$ cat src/sv/spsu_pkg.sv
// shared types and constants of the slotted page record store
// no dependencies
package spsu_pkg;

  localparam int PageBytes  = 4096;
  localparam int EntryBytes = 4;
  localparam int MaxSlots   = 1024;
  localparam int AddrW      = $clog2(PageBytes);
  localparam int SlotW      = $clog2(MaxSlots);
  localparam int OffW       = AddrW + 1;
  localparam int CountW     = SlotW + 1;
  localparam int NeedW      = OffW + 2;

  typedef enum logic [2:0] {
    OP_INSERT  = 3'd0,
    OP_WRITE   = 3'd1,
    OP_READ    = 3'd2,
    OP_DELETE  = 3'd3,
    OP_COMPACT = 3'd4
  } op_e;

  typedef enum logic [2:0] {
    ST_OK       = 3'd0,
    ST_NO_SPACE = 3'd1,
    ST_BAD_SLOT = 3'd2,
    ST_DELETED  = 3'd3,
    ST_RANGE    = 3'd4
  } status_e;

  typedef struct packed {
    logic [OffW-1:0] start;
    logic [OffW-1:0] size;
    logic            live;
  } entry_t;

  typedef struct packed {
    op_e              op;
    logic [SlotW-1:0] slot;
    logic [AddrW-1:0] idx;
    logic [7:0]       din;
    logic [OffW-1:0]  len;
  } req_t;

  typedef struct packed {
    status_e           status;
    logic [SlotW-1:0]  slot;
    logic [7:0]        data;
    logic [OffW-1:0]   length;
    logic [CountW-1:0] count;
    logic [OffW-1:0]   free;
  } res_t;

  typedef struct packed {
    logic             we;
    logic             re;
    logic [SlotW-1:0] waddr;
    logic [SlotW-1:0] raddr;
    entry_t           wdata;
  } slot_req_t;

  typedef struct packed {
    logic             we;
    logic             re;
    logic [AddrW-1:0] addr;
    logic [7:0]       wdata;
  } page_req_t;

endpackage

$ cat src/sv/spsu_ctrl.sv
// sequencer of the record store: operation decode, space check, compaction walk
// depends on spsu_pkg, drives spsu_slot_ram and spsu_page_ram
module spsu_ctrl (
  input  logic                clk_i,
  input  logic                rst_ni,
  input  logic                in_valid_i,
  output logic                in_ready_o,
  input  spsu_pkg::req_t      in_i,
  input  logic                out_free_i,
  output logic                res_valid_o,
  output spsu_pkg::res_t      res_o,
  output spsu_pkg::slot_req_t slot_req_o,
  input  spsu_pkg::entry_t    slot_rdata_i,
  output spsu_pkg::page_req_t page_req_o,
  input  logic [7:0]          page_rdata_i
);

  typedef enum logic [6:0] {
    S_IDLE   = 7'b0000001,
    S_EXEC   = 7'b0000010,
    S_RDWAIT = 7'b0000100,
    S_CSLOT  = 7'b0001000,
    S_CENT   = 7'b0010000,
    S_CBRD   = 7'b0100000,
    S_CBWR   = 7'b1000000
  } state_e;

  localparam int OffW   = spsu_pkg::OffW;
  localparam int CountW = spsu_pkg::CountW;
  localparam int SlotW  = spsu_pkg::SlotW;
  localparam int AddrW  = spsu_pkg::AddrW;
  localparam int NeedW  = spsu_pkg::NeedW;

  state_e              state_q, state_d;
  spsu_pkg::req_t      req_q, req_d;
  logic [CountW-1:0]   count_q, count_d;
  logic [OffW-1:0]     free_q, free_d;
  logic [CountW-1:0]   ci_q, ci_d;
  logic [CountW-1:0]   kept_q, kept_d;
  logic [OffW-1:0]     top_q, top_d;
  logic [OffW-1:0]     src_q, src_d;
  logic [OffW-1:0]     k_q, k_d;
  logic [OffW-1:0]     csize_q, csize_d;

  logic signed [NeedW-1:0] room, need;
  logic [OffW-1:0]         off, addr;
  logic [OffW-1:0]         rd_addr, wr_addr;
  logic                    bad_slot;

  always_comb begin
    room     = $signed({2'b00, free_q}) - $signed({2'b00, req_q.len});
    need     = $signed({{(NeedW-CountW){1'b0}}, count_q} + {{(NeedW-1){1'b0}}, 1'b1})
               * $signed(NeedW'(spsu_pkg::EntryBytes));
    off      = {1'b0, req_q.idx};
    addr     = slot_rdata_i.start + off;
    bad_slot = {1'b0, req_q.slot} >= count_q;
    rd_addr  = src_q + k_q - OffW'(1);
    wr_addr  = top_q + k_q;
  end

  always_comb begin
    state_d     = state_q;
    req_d       = req_q;
    count_d     = count_q;
    free_d      = free_q;
    ci_d        = ci_q;
    kept_d      = kept_q;
    top_d       = top_q;
    src_d       = src_q;
    k_d         = k_q;
    csize_d     = csize_q;
    in_ready_o  = 1'b0;
    res_valid_o = 1'b0;
    res_o       = '0;
    res_o.status = spsu_pkg::ST_OK;
    slot_req_o  = '0;
    page_req_o  = '0;

    case (state_q)
      S_IDLE: begin
        in_ready_o = 1'b1;
        if (in_valid_i) begin
          req_d            = in_i;
          slot_req_o.re    = 1'b1;
          slot_req_o.raddr = in_i.slot;
          state_d          = S_EXEC;
        end
      end
      S_EXEC: begin
        case (req_q.op)
          spsu_pkg::OP_INSERT: begin
            if (out_free_i) begin
              res_valid_o  = 1'b1;
              res_o.length = req_q.len;
              if (count_q >= CountW'(spsu_pkg::MaxSlots) || room < need) begin
                res_o.status = spsu_pkg::ST_NO_SPACE;
              end else begin
                slot_req_o.we          = 1'b1;
                slot_req_o.waddr       = count_q[SlotW-1:0];
                slot_req_o.wdata.start = free_q - req_q.len;
                slot_req_o.wdata.size  = req_q.len;
                slot_req_o.wdata.live  = 1'b1;
                res_o.slot             = count_q[SlotW-1:0];
                count_d                = count_q + CountW'(1);
                free_d                 = free_q - req_q.len;
              end
              state_d = S_IDLE;
            end
          end
          spsu_pkg::OP_WRITE, spsu_pkg::OP_READ, spsu_pkg::OP_DELETE: begin
            if (bad_slot) begin
              if (out_free_i) begin
                res_valid_o  = 1'b1;
                res_o.status = spsu_pkg::ST_BAD_SLOT;
                state_d      = S_IDLE;
              end
            end else if (req_q.op == spsu_pkg::OP_DELETE) begin
              if (out_free_i) begin
                res_valid_o           = 1'b1;
                res_o.length          = slot_rdata_i.size;
                slot_req_o.we         = 1'b1;
                slot_req_o.waddr      = req_q.slot;
                slot_req_o.wdata      = slot_rdata_i;
                slot_req_o.wdata.live = 1'b0;
                state_d               = S_IDLE;
              end
            end else if (!slot_rdata_i.live || off >= slot_rdata_i.size) begin
              if (out_free_i) begin
                res_valid_o  = 1'b1;
                res_o.length = slot_rdata_i.size;
                res_o.status = !slot_rdata_i.live ? spsu_pkg::ST_DELETED
                                                  : spsu_pkg::ST_RANGE;
                state_d      = S_IDLE;
              end
            end else if (req_q.op == spsu_pkg::OP_READ && !addr[AddrW]) begin
              page_req_o.re   = 1'b1;
              page_req_o.addr = addr[AddrW-1:0];
              state_d         = S_RDWAIT;
            end else if (out_free_i) begin
              res_valid_o      = 1'b1;
              res_o.length     = slot_rdata_i.size;
              page_req_o.we    = (req_q.op == spsu_pkg::OP_WRITE) && !addr[AddrW];
              page_req_o.addr  = addr[AddrW-1:0];
              page_req_o.wdata = req_q.din;
              state_d          = S_IDLE;
            end
          end
          spsu_pkg::OP_COMPACT: begin
            ci_d    = '0;
            kept_d  = '0;
            top_d   = OffW'(spsu_pkg::PageBytes);
            state_d = S_CSLOT;
          end
          default: begin
            if (out_free_i) begin
              res_valid_o = 1'b1;
              state_d     = S_IDLE;
            end
          end
        endcase
      end
      S_RDWAIT: begin
        if (out_free_i) begin
          res_valid_o  = 1'b1;
          res_o.length = slot_rdata_i.size;
          res_o.data   = page_rdata_i;
          state_d      = S_IDLE;
        end
      end
      S_CSLOT: begin
        if (ci_q >= count_q) begin
          if (out_free_i) begin
            res_valid_o = 1'b1;
            count_d     = kept_q;
            free_d      = top_q;
            state_d     = S_IDLE;
          end
        end else begin
          slot_req_o.re    = 1'b1;
          slot_req_o.raddr = ci_q[SlotW-1:0];
          state_d          = S_CENT;
        end
      end
      S_CENT: begin
        if (!slot_rdata_i.live) begin
          ci_d    = ci_q + CountW'(1);
          state_d = S_CSLOT;
        end else begin
          csize_d = (slot_rdata_i.size > top_q) ? top_q : slot_rdata_i.size;
          src_d   = slot_rdata_i.start;
          top_d   = top_q - csize_d;
          k_d     = csize_d;
          state_d = S_CBRD;
        end
      end
      S_CBRD: begin
        if (k_q == '0) begin
          slot_req_o.we          = 1'b1;
          slot_req_o.waddr       = kept_q[SlotW-1:0];
          slot_req_o.wdata.start = top_q;
          slot_req_o.wdata.size  = csize_q;
          slot_req_o.wdata.live  = 1'b1;
          kept_d                 = kept_q + CountW'(1);
          ci_d                   = ci_q + CountW'(1);
          state_d                = S_CSLOT;
        end else begin
          page_req_o.re   = 1'b1;
          page_req_o.addr = rd_addr[AddrW-1:0];
          k_d             = k_q - OffW'(1);
          state_d         = S_CBWR;
        end
      end
      S_CBWR: begin
        page_req_o.we    = 1'b1;
        page_req_o.addr  = wr_addr[AddrW-1:0];
        page_req_o.wdata = page_rdata_i;
        state_d          = S_CBRD;
      end
      default: begin
        state_d = S_IDLE;
      end
    endcase

    res_o.count = count_d;
    res_o.free  = free_d;
  end

  always_ff @(posedge clk_i or negedge rst_ni) begin
    if (!rst_ni) begin
      state_q <= S_IDLE;
      count_q <= '0;
      free_q  <= OffW'(spsu_pkg::PageBytes);
    end else begin
      state_q <= state_d;
      count_q <= count_d;
      free_q  <= free_d;
    end
  end

  always_ff @(posedge clk_i) begin
    req_q   <= req_d;
    ci_q    <= ci_d;
    kept_q  <= kept_d;
    top_q   <= top_d;
    src_q   <= src_d;
    k_q     <= k_d;
    csize_q <= csize_d;
  end

endmodule

$ cat config.mk
export PLATFORM = sky130hd
export DESIGN_NAME = spsu_ctrl
export DESIGN_NICKNAME = d
export VERILOG_FILES = /design/src/sv/spsu_pkg.sv /design/src/sv/spsu_ctrl.sv
export SDC_FILE = /design/constraint.sdc
export NUM_CORES = 1
export LEC_CHECK = 0
export BUFFER_PORTS_ARGS = -buffer_cell sky130_fd_sc_hd__buf_2
export CAP_MARGIN = 10
export CELL_PAD_IN_SITES_DETAIL_PLACEMENT = 1
export CELL_PAD_IN_SITES_GLOBAL_PLACEMENT = 2
export CORE_AREA = 10 10 254 208
export DETAILED_ROUTE_END_ITERATION = 10
export DIE_AREA = 0 0 264 218
export PLACE_DENSITY = 0.7
export SLEW_MARGIN = 10
export SYNTH_ARGS = -nofsm -noshare
export SYNTH_HDL_FRONTEND = slang
export SYNTH_SLANG_ARGS = --single-unit
export TNS_END_PERCENT = 5
$ cat constraint.sdc
create_clock -name clk_i -period 10.4 [get_ports clk_i]
set_clock_uncertainty 0.2 [all_clocks]
set_input_delay 2.08 -clock clk_i [delete_from_list [all_inputs] [get_ports clk_i]]
set_output_delay 2.08 -clock clk_i [all_outputs]
set_load 0.01 [all_outputs]
==> results of run 1 <==
routing by layer:
metal,up-vias,share of wire [%]
li1,4949,-
met2,320,43
met1,5209,48
met5,-,0.077
met4,4,1.3
met3,37,7.3
per-stage QoR:
stage	total power, mW	instances	instance area (sq um)
2_1_floorplan	0.7111	1211	11780
3_3_place_gp	0.7626	2032	13590
3_5_place_dp	0.7649	2032	13590
4_1_cts	1.464	2064	14220
5_1_grt	1.498	2064	14220
6_report	1.446	2066	14230
logic make-up (layout without fill, tap and decap cells):
| group | count (synthesis) | in the layout |
|---|---|---|
| and+or+nand+nor | 344 | 344 |
| DFF | 150 | 150 |
| xor gates and xnor gates | 84 | 84 |
| AOI/OAI and AO/OA | 309 | 309 |
| muxes | 16 | 16 |
| other | 0 | 2 |
| buffers and inverters | 173 | 397 |
| adders and majority gates | 135 | 135 |
flip-flops by register name, summed over array words and instances, names as in the netlist:
register,count
req_q,34
off,12
ci_q,11
k_q,13
kept_q,11
free_q,13
state_q,7
top_q,13
count_q,11
src_q,12
csize_q,13
area by class of cell:
| class | count | area, sq um |
|---|---|---|
| sequential | 150 | 4352 |
| timing repair buffer | 228 | 1174 |
| fill | 5535 | 33520 |
| tap | 629 | 787.0 |
| inverter | 137 | 514.2 |
| clock inverter | 12 | 152.6 |
| antenna | 2 | 5.005 |
| multi-input combinational | 888 | 6764 |
| clock buffer | 20 | 478.0 |
worst max path at each step:
stage                          end
finish                    res_o[0]
global route              res_o[0]
CTS                       res_o[0]
detailed placement  page_req_o[19]
global placement    page_req_o[19]
floorplan                res_o[26]
layout by cell type, fill, tap and decap left out, drive strengths merged, types with 8 or more instances in the layout:
cell type,netlist,layout
clkbuf,16,20
a21oi,58,58
buf,20,228
xnor2,49,49
xor2,35,35
and3,22,22
o21bai,8,8
a22oi,10,10
o21a,13,13
and2,15,15
nand2,65,65
dfrtp,29,29
or3,11,11
mux2i,14,14
a22o,33,33
nand3,37,37
nor3,39,39
nor2b,15,15
a221o,36,36
edfxtp,119,119
a211oi,11,11
o21ai,44,44
ha,130,130
a21o,17,17
nor2,89,89
nand2b,11,11
inv,136,143
a222oi,14,14
worst register-to-register path, delay by kind of cell, from the launching register on:
family | cells | cell delay (ps)
AO/OA/AOI/OAI | 8 | 1930
AND/OR/NAND/NOR | 3 | 1660
adder cells (fa/ha/maj) | 2 | 690
flip-flops | 1 | 420
XOR/XNOR | 1 | 310
buffers and inverters | 2 | 180
power by group through the flow:
stage | Combinational, mW | Clock [mW] | Sequential (mW)
after detailed placement | 0.106 | 0 | 0.659
after global placement | 0.104 | 0 | 0.659
after CTS | 0.107 | 0.712 | 0.646
final | 0.106 | 0.694 | 0.646
after global routing | 0.117 | 0.735 | 0.645
after floorplan | 0.0523 | 0 | 0.659
==> impl_results.md, run 1 <==
- Met2 Usage GRT: 25.23%
- Status: finished clean
- PortBufs: 215
- Main combinational cell family by area after synthesis: compound AO/OA/AOI/OAI gates
- First-pass GRT wire length: 72.90 mm
- Slowest stage delay, CP: 840 ps
- Worst R2R Start: req_q[8]
- Setup WS post-layout: 2291 ps
- Drt wl/cell: 23.86 microns
- Worst-Skew Late Latency: 470 ps
- CTS Buf Count: 17
- Most common cell in the netlist: inv_1
- Post-synth top flop: edfxtp_1
- Busiest grt layer: met2
- Die ar.: 0.05755 sq mm
- Worst Path Class, Setup: reg -> out
- Critical path depth: 17
- Largest net degree at the start of global routing: 38
- Tcrit/Tclk final: 77.97%
- Top post-synthesis cells by area: edfxtp_1 (30%), ha_1 (14%), dfrtp_1 (6.2%)
- CP bufs+invs: 3
- Setup tns final: 0 ps
- CTS sink cnt: 150
- Synth Instances: 1211
- Syn. warnings: 0
- Sequential fraction of the synthesis area: 36.95%
- VDD IR max: 0.0001189 V
- Vias in the first global route: 10849
- # rows: 72
- Layout area overhead: 20.80%
- Routed vias/inst: 5.091
- TritonRoute pass-1 iters: 7
- Hold slack: 319.1 ps
- Startpoint of the worst hold path: free_q[10]
- Layout cells sized above 1: 20.35%
- Top cell type's share of synthesized area: 30.34%
- All-Layer GR Usage: 16.72%
- Hold Path Class: reg -> reg
- R2r setup slk: 4870 ps
- Cell family with most CP delay: compound AO/OA/AOI/OAI gates
- Final worst path period need: 8109 ps
- Grt met1 use: 23.46%
- RSZ-0062 raised after global routing: false
- Asr flop ratio synth: 20.67%
- Starting Density: 24.66%
- WHS Endpoint: free_q[10]
- PwrDens: 101.6 mW/mm^2
- Adder-Cell Fraction of Synth Area: 14.66%
- Die Y: 218 microns
- P_sw: 0.3701 mW
- Slew headroom: 13.66%
- Crit path cell chain: inv_1 > ha_1 > and3_1 > a21boi_0 > a41o_1 > o41ai_1 > xor2_1 > inv_1 > ha_1 > a21oi_1 > a21oi_1 > a211oi_1 > a211o_1 > nor4b_4 > nor2_1 > a221o_1 > buf_2
- Post-Syn Area: 0.01178 sq mm
- Yosys cell types: 86
- Mux cell area share after synthesis: 1.381%
- Nets: 1642
- Vias: 10519
- CP Data Arrival Time: 5830 ps
- EDFF count, synth: 119
- Avg Synthesized Cell Area: 9.724 sq um
- Final hold violations: 0
- Synth area leader: edfxtp_1
- Total gr overflow: 0
- ANT nets after route: 0
- Syn nets: 1431
- Crit path max fanout: 18
- CORE AREA: 0.04775 sq mm
- Setup Viol. Count Final: 0
- Width of the die: 264 microns
- CP Capture Type: primary output
- Post-CTS Hold Buffers: 0
- Post-CTS Setup Bufs: 0
- Comb power frac: 7.3%
- Final Max Slew Viols: 0
- Synth cell count leaders: inv_1 (135), ha_1 (130), edfxtp_1 (119)
- R2R depth: 16
- Initial DRC Count: 774
- Placer Congestion: 0.8603
- Root buf cell: clkbuf_16
- # Max-Cap Violations: 0
- Sequential power share: 44.6%
- Routed Wire Length: 49.30 mm
- Met3 Usage GRT: 4.394%
- Initial antenna violation count: 5
- Int Power: 1.076 mW
- CTS tree: built
- Xor and xnor fraction of the mapped netlist area: 6.247%
- Worst Tran Pin Value: 1290 ps
- Sw Ratio: 25.60%
- Finished Core Util: 29.80%
- # DRC: 0
- Hold path depth: 1
- Post-DP HPWL: 39.71 mm
- IO Pins: 216
- Compound-Gate Fraction of Synth Area: 19.67%
- Flops & latches, synth: 150
- # resized after CTS: 0
- Clock share of power: 48.0%
- Lkg Pwr: 6.539 nW
- Worst setup startpoint: req_q[8]
- Pre-CTS setup slack: 2365 ps
- Fmax: 123.3 MHz
- CTS H-tree lvls: 4
- R2R Path End: free_q[0]
- Post-synthesis simple-gate area fraction: 15.30%
- Max stage delay cell, worst path: nor4b_4
- Clk buf depth: 2
- Worst-path clk slew: 70 ps
- Crit path launch type: flop
- Req. time, crit path: 8120 ps
Note: power is estimated with default switching activity, not from simulation.
==> inputs of run 2 (changes only) <==
--- a/config.mk
+++ b/config.mk
@@ -5,14 +5,15 @@
 export SDC_FILE = /design/constraint.sdc
 export NUM_CORES = 1
 export LEC_CHECK = 0
+export ABC_AREA = 1
 export BUFFER_PORTS_ARGS = -buffer_cell sky130_fd_sc_hd__buf_2
 export CAP_MARGIN = 10
 export CELL_PAD_IN_SITES_DETAIL_PLACEMENT = 1
 export CELL_PAD_IN_SITES_GLOBAL_PLACEMENT = 2
-export CORE_AREA = 10 10 254 208
+export CORE_AREA = 10 10 267 218
 export DETAILED_ROUTE_END_ITERATION = 10
-export DIE_AREA = 0 0 264 218
-export PLACE_DENSITY = 0.7
+export DIE_AREA = 0 0 277 228
+export PLACE_DENSITY = 0.75
 export SLEW_MARGIN = 10
 export SYNTH_ARGS = -nofsm -noshare
 export SYNTH_HDL_FRONTEND = slang
==> constraint.sdc (replaced) <==
create_clock -name clk_i -period 7.56 [get_ports clk_i]
set_clock_uncertainty 0.2 [all_clocks]
set_input_delay 1.512 -clock clk_i [delete_from_list [all_inputs] [get_ports clk_i]]
set_output_delay 1.512 -clock clk_i [all_outputs]
set_load 0.01 [all_outputs]
==> run 2 against run 1 <==
Net effect: final area up 10%; sequential share of layout area is 2.9 points lower; cell count increased by 33%; sequential cell count unchanged; combinational power grew to 13 times the previous value; highest routed layer unchanged; power is 130% higher; non-clock buffer count increased by 22; first-iteration DRC count grew 23%; critical endpoint is now res_o[2]; synthesized cell count grew 50%; hold slack gained 50 ps.
==> impl_results.md, run 2 <==
- Most used cell, CP: nand2_1
- Yosys cell types: 58 (-33%)
- TritonRoute pass-1 iters: 7 (unchanged)
- Post-CTS Hold Buffers: 0 (unchanged)
- CTS H-tree lvls: 4 (unchanged)
- # DRC: 0 (unchanged)
- R2R depth: 19 (+3)
- Req. time, crit path: 5850 ps (-2270 ps)
- Tcrit/Tclk final: 86.20%
- Storage cell area: 0.004352 sq mm (unchanged)
- Post-CTS Setup Bufs: 0 (unchanged)
- CORE AREA: 0.05306 sq mm (+11%)
- Final-layout fill cell count: 6633 (+20%)
- Avg Synthesized Cell Area: 7.229 sq um (-26%)
- Root buf cell: clkbuf_16
- Final Max Slew Viols: 0 (unchanged)
- EDFF count, synth: 119 (unchanged)
- Crit path max fanout: 28 (+10)
- Slowest stage delay, CP: 470 ps (-370 ps)
- Hold path depth: 2 (+1)
- Post-DP HPWL: 49.89 mm (+26%)
- Max stage delay cell, worst path: nand3_4
- Status: finished clean
- PortBufs: 215 (unchanged)
- ANT nets after route: 0 (unchanged)
- PwrDens: 214.0 mW/mm^2 (+110%)
- Starting Density: 24.67% (about the same)
- Worst-path clk slew: 80 ps (about the same)
- # rows: 76 (+5.6%)
- Synth area leader: edfxtp_1
- CP Capture Type: primary output
- Setup Viol. Count Final: 0 (unchanged)
- Most frequent cells in the layout: nand2_1 (458), inv_1 (268), buf_2 (215), o21ai_0 (175), nor2_1 (133)
- Leading cell type in the layout, fill and taps excluded: nand2_1
- Placer Congestion: 0.9052 (+5.2%)
- Flip-flop count of the largest register after layout: 34 (unchanged)
- CTS sink cnt: 150 (unchanged)
- Flops & latches, synth: 150 (unchanged)
- Synth cell count leaders: nand2_1 (458), inv_1 (269), o21ai_0 (175)
- Worst R2R Start: top_q[11]
- Clk buf depth: 2 (unchanged)
- Crit path launch type: flop
- Hold Path Class: reg -> reg
- Lkg Pwr: 7.645 nW (+17%)
- Routed vias/inst: 4.973 (-2.3%)
- Layout cells sized above 1: 15.83% (-4.5 points)
- Total gr overflow: 0 (unchanged)
- Asr flop ratio synth: 20.67% (unchanged)
- Largest net degree at the start of global routing: 38 (unchanged)
- Routed Wire Length: 62.32 mm (+26%)
- Vias in the first global route: 14052 (+30%)
- Final worst path period need: 6516 ps
- IO Pins: 216 (unchanged)
- Syn nets: 2031 (+42%)
- Width of the die: 277 microns (+4.9%)
- Startpoint of the worst hold path: count_q[6]
- Post-Syn Area: 0.01309 sq mm (+11%)
- Crit path cell chain: inv_1 > ha_1 > nand2_1 > o21ai_2 > nand4_1 > nand3_1 > xor2_1 > inv_1 > ha_1 > nand2_1 > a21oi_4 > inv_2 > nor2_4 > nand3_4 > o21ai_1 > nand2_1 > nand2_1 > buf_2
- Post-synth top flop: edfxtp_1
- RSZ-0062 raised after global routing: false
- Nets: 2248 (+37%)
- Final hold violations: 0 (unchanged)
- CP Data Arrival Time: 4800 ps (-1030 ps)
- All-Layer GR Usage: 19.29% (+2.6 points)
- Initial antenna violation count: 8 (+3)
- First-pass GRT wire length: 92.38 mm (+27%)
- Synth Instances: 1811 (+50%)
- VDD IR max: 0.0001661 V (+40%)
- R2R Path End: top_q[12]
- Top cell type's share of synthesized area: 27.29% (-3.1 points)
- Die Y: 228 microns (+4.6%)
- Pre-CTS setup slack: 1339 ps (-1026 ps)
- Worst-Skew Late Latency: 500 ps (+30 ps)
- Drt wl/cell: 22.70 microns (-4.9%)
- Vias: 13652 (+30%)
- Slew headroom: 23.57% (+9.9 points)
- Layout area overhead: 19.90%
- WHS Endpoint: count_q[6]
- Die ar.: 0.06316 sq mm (+9.7%)
- Worst Tran Pin Value: 1144 ps (-146.0 ps)
- Area of the multi-input gates: 0.007486 sq mm (+11%)
- Top reg by flops: req_q
- Initial DRC Count: 954 (+23%)
- Setup tns final: 0 ps (unchanged)
- R2r setup slk: 2540 ps (-2330 ps)
- # Max-Cap Violations: 0 (unchanged)
- Top post-synthesis cells by area: edfxtp_1 (27%), nand2_1 (13%), ha_1 (12%)
- Setup WS post-layout: 1044 ps (-1248 ps)
- Fmax: 153.5 MHz
- Sequential fraction of the synthesis area: 33.24% (-3.7 points)
- Syn. warnings: 0 (unchanged)
- CTS tree: built
- CTS Buf Count: 17 (unchanged)
- # resized after CTS: 0 (unchanged)
- Most common cell in the netlist: nand2_1
- Worst Path Class, Setup: reg -> out
run 2: worst max-delay path, delay by kind of cell (launching register included):
family / cells / cell delay (ps)
adders and majority gates: 2 / 680
DFF: 1 / 430
AOI/OAI and AO/OA: 3 / 790
xor gates and xnor gates: 1 / 400
buffers and inverters: 4 / 450
and+or+nand+nor: 8 / 1560
run 2: logic make-up after synthesis:
logic type	count (synthesis)	share of synthesized area (%)
flops	150	33.24
xor+xnor	35	2.399
buf+inv	333	9.824
fa+ha+maj	135	13.19
simple gates	772	25.23
compound gates	386	16.12
run 2: through the flow:
stage               instances  power, mW  area, sq um  util [%]  hold WS [ps]
floorplan                1811      1.929        13090         -         350.6
global placement         2711      2.447        15120     28.50         325.9
detailed placement       2711      2.474        15120     28.50         336.4
CTS                      2743      3.373        15690     29.57         365.8
global route             2743      3.569        15690     29.57         426.9
finish                   2745      3.360        15700     29.58         368.6
run 2: worst max-delay path by stage:
stage	startpoint	endpoint	slack, ps	cells past startpoint
4_1_cts	req_q[0]	res_o[13]	1020	22
3_5_place_dp	slot_rdata_i[9]	res_o[33]	1340	14
6_report	req_q[2]	res_o[2]	1040	18
2_1_floorplan	slot_rdata_i[14]	page_req_o[19]	2330	15
5_1_grt	req_q[0]	slot_req_o[14]	630	21
3_3_place_gp	slot_rdata_i[14]	res_o[33]	1410	16
run 2: report_power, final:
group | switching, mW | leakage [nW] | total [mW] | internal [mW]
sequential | 0.117 | 1.52 | 1.15 | 1.04
clock | 0.422 | 0.260 | 0.879 | 0.457
combinational | 0.929 | 5.87 | 1.33 | 0.398
total | 1.47 | 7.64 | 3.36 | 1.89
run 2: layer usage:
metal  routed length, microns  vias up  global-route usage (%)
met4                     1486        6                   6.668
met2                    27330      422                   29.72
met5                       46        -                       0
met1                    28960     6630                   26.02
met3                     4500       71                   4.446
li1                         -     6523                       -
run 2: layout make-up:
type / instances / area share (%)
Timing Repair Buffer: 250 / 8.608
Clock inverter: 15 / 0.9246
Multi-Input combinational cell: 1328 / 47.69
Inverter: 281 / 6.719
Sequential cell: 150 / 27.72
Antenna cell: 2 / 0.03188
Clock buffer: 17 / 2.710
Tap cell: 702 / 5.595
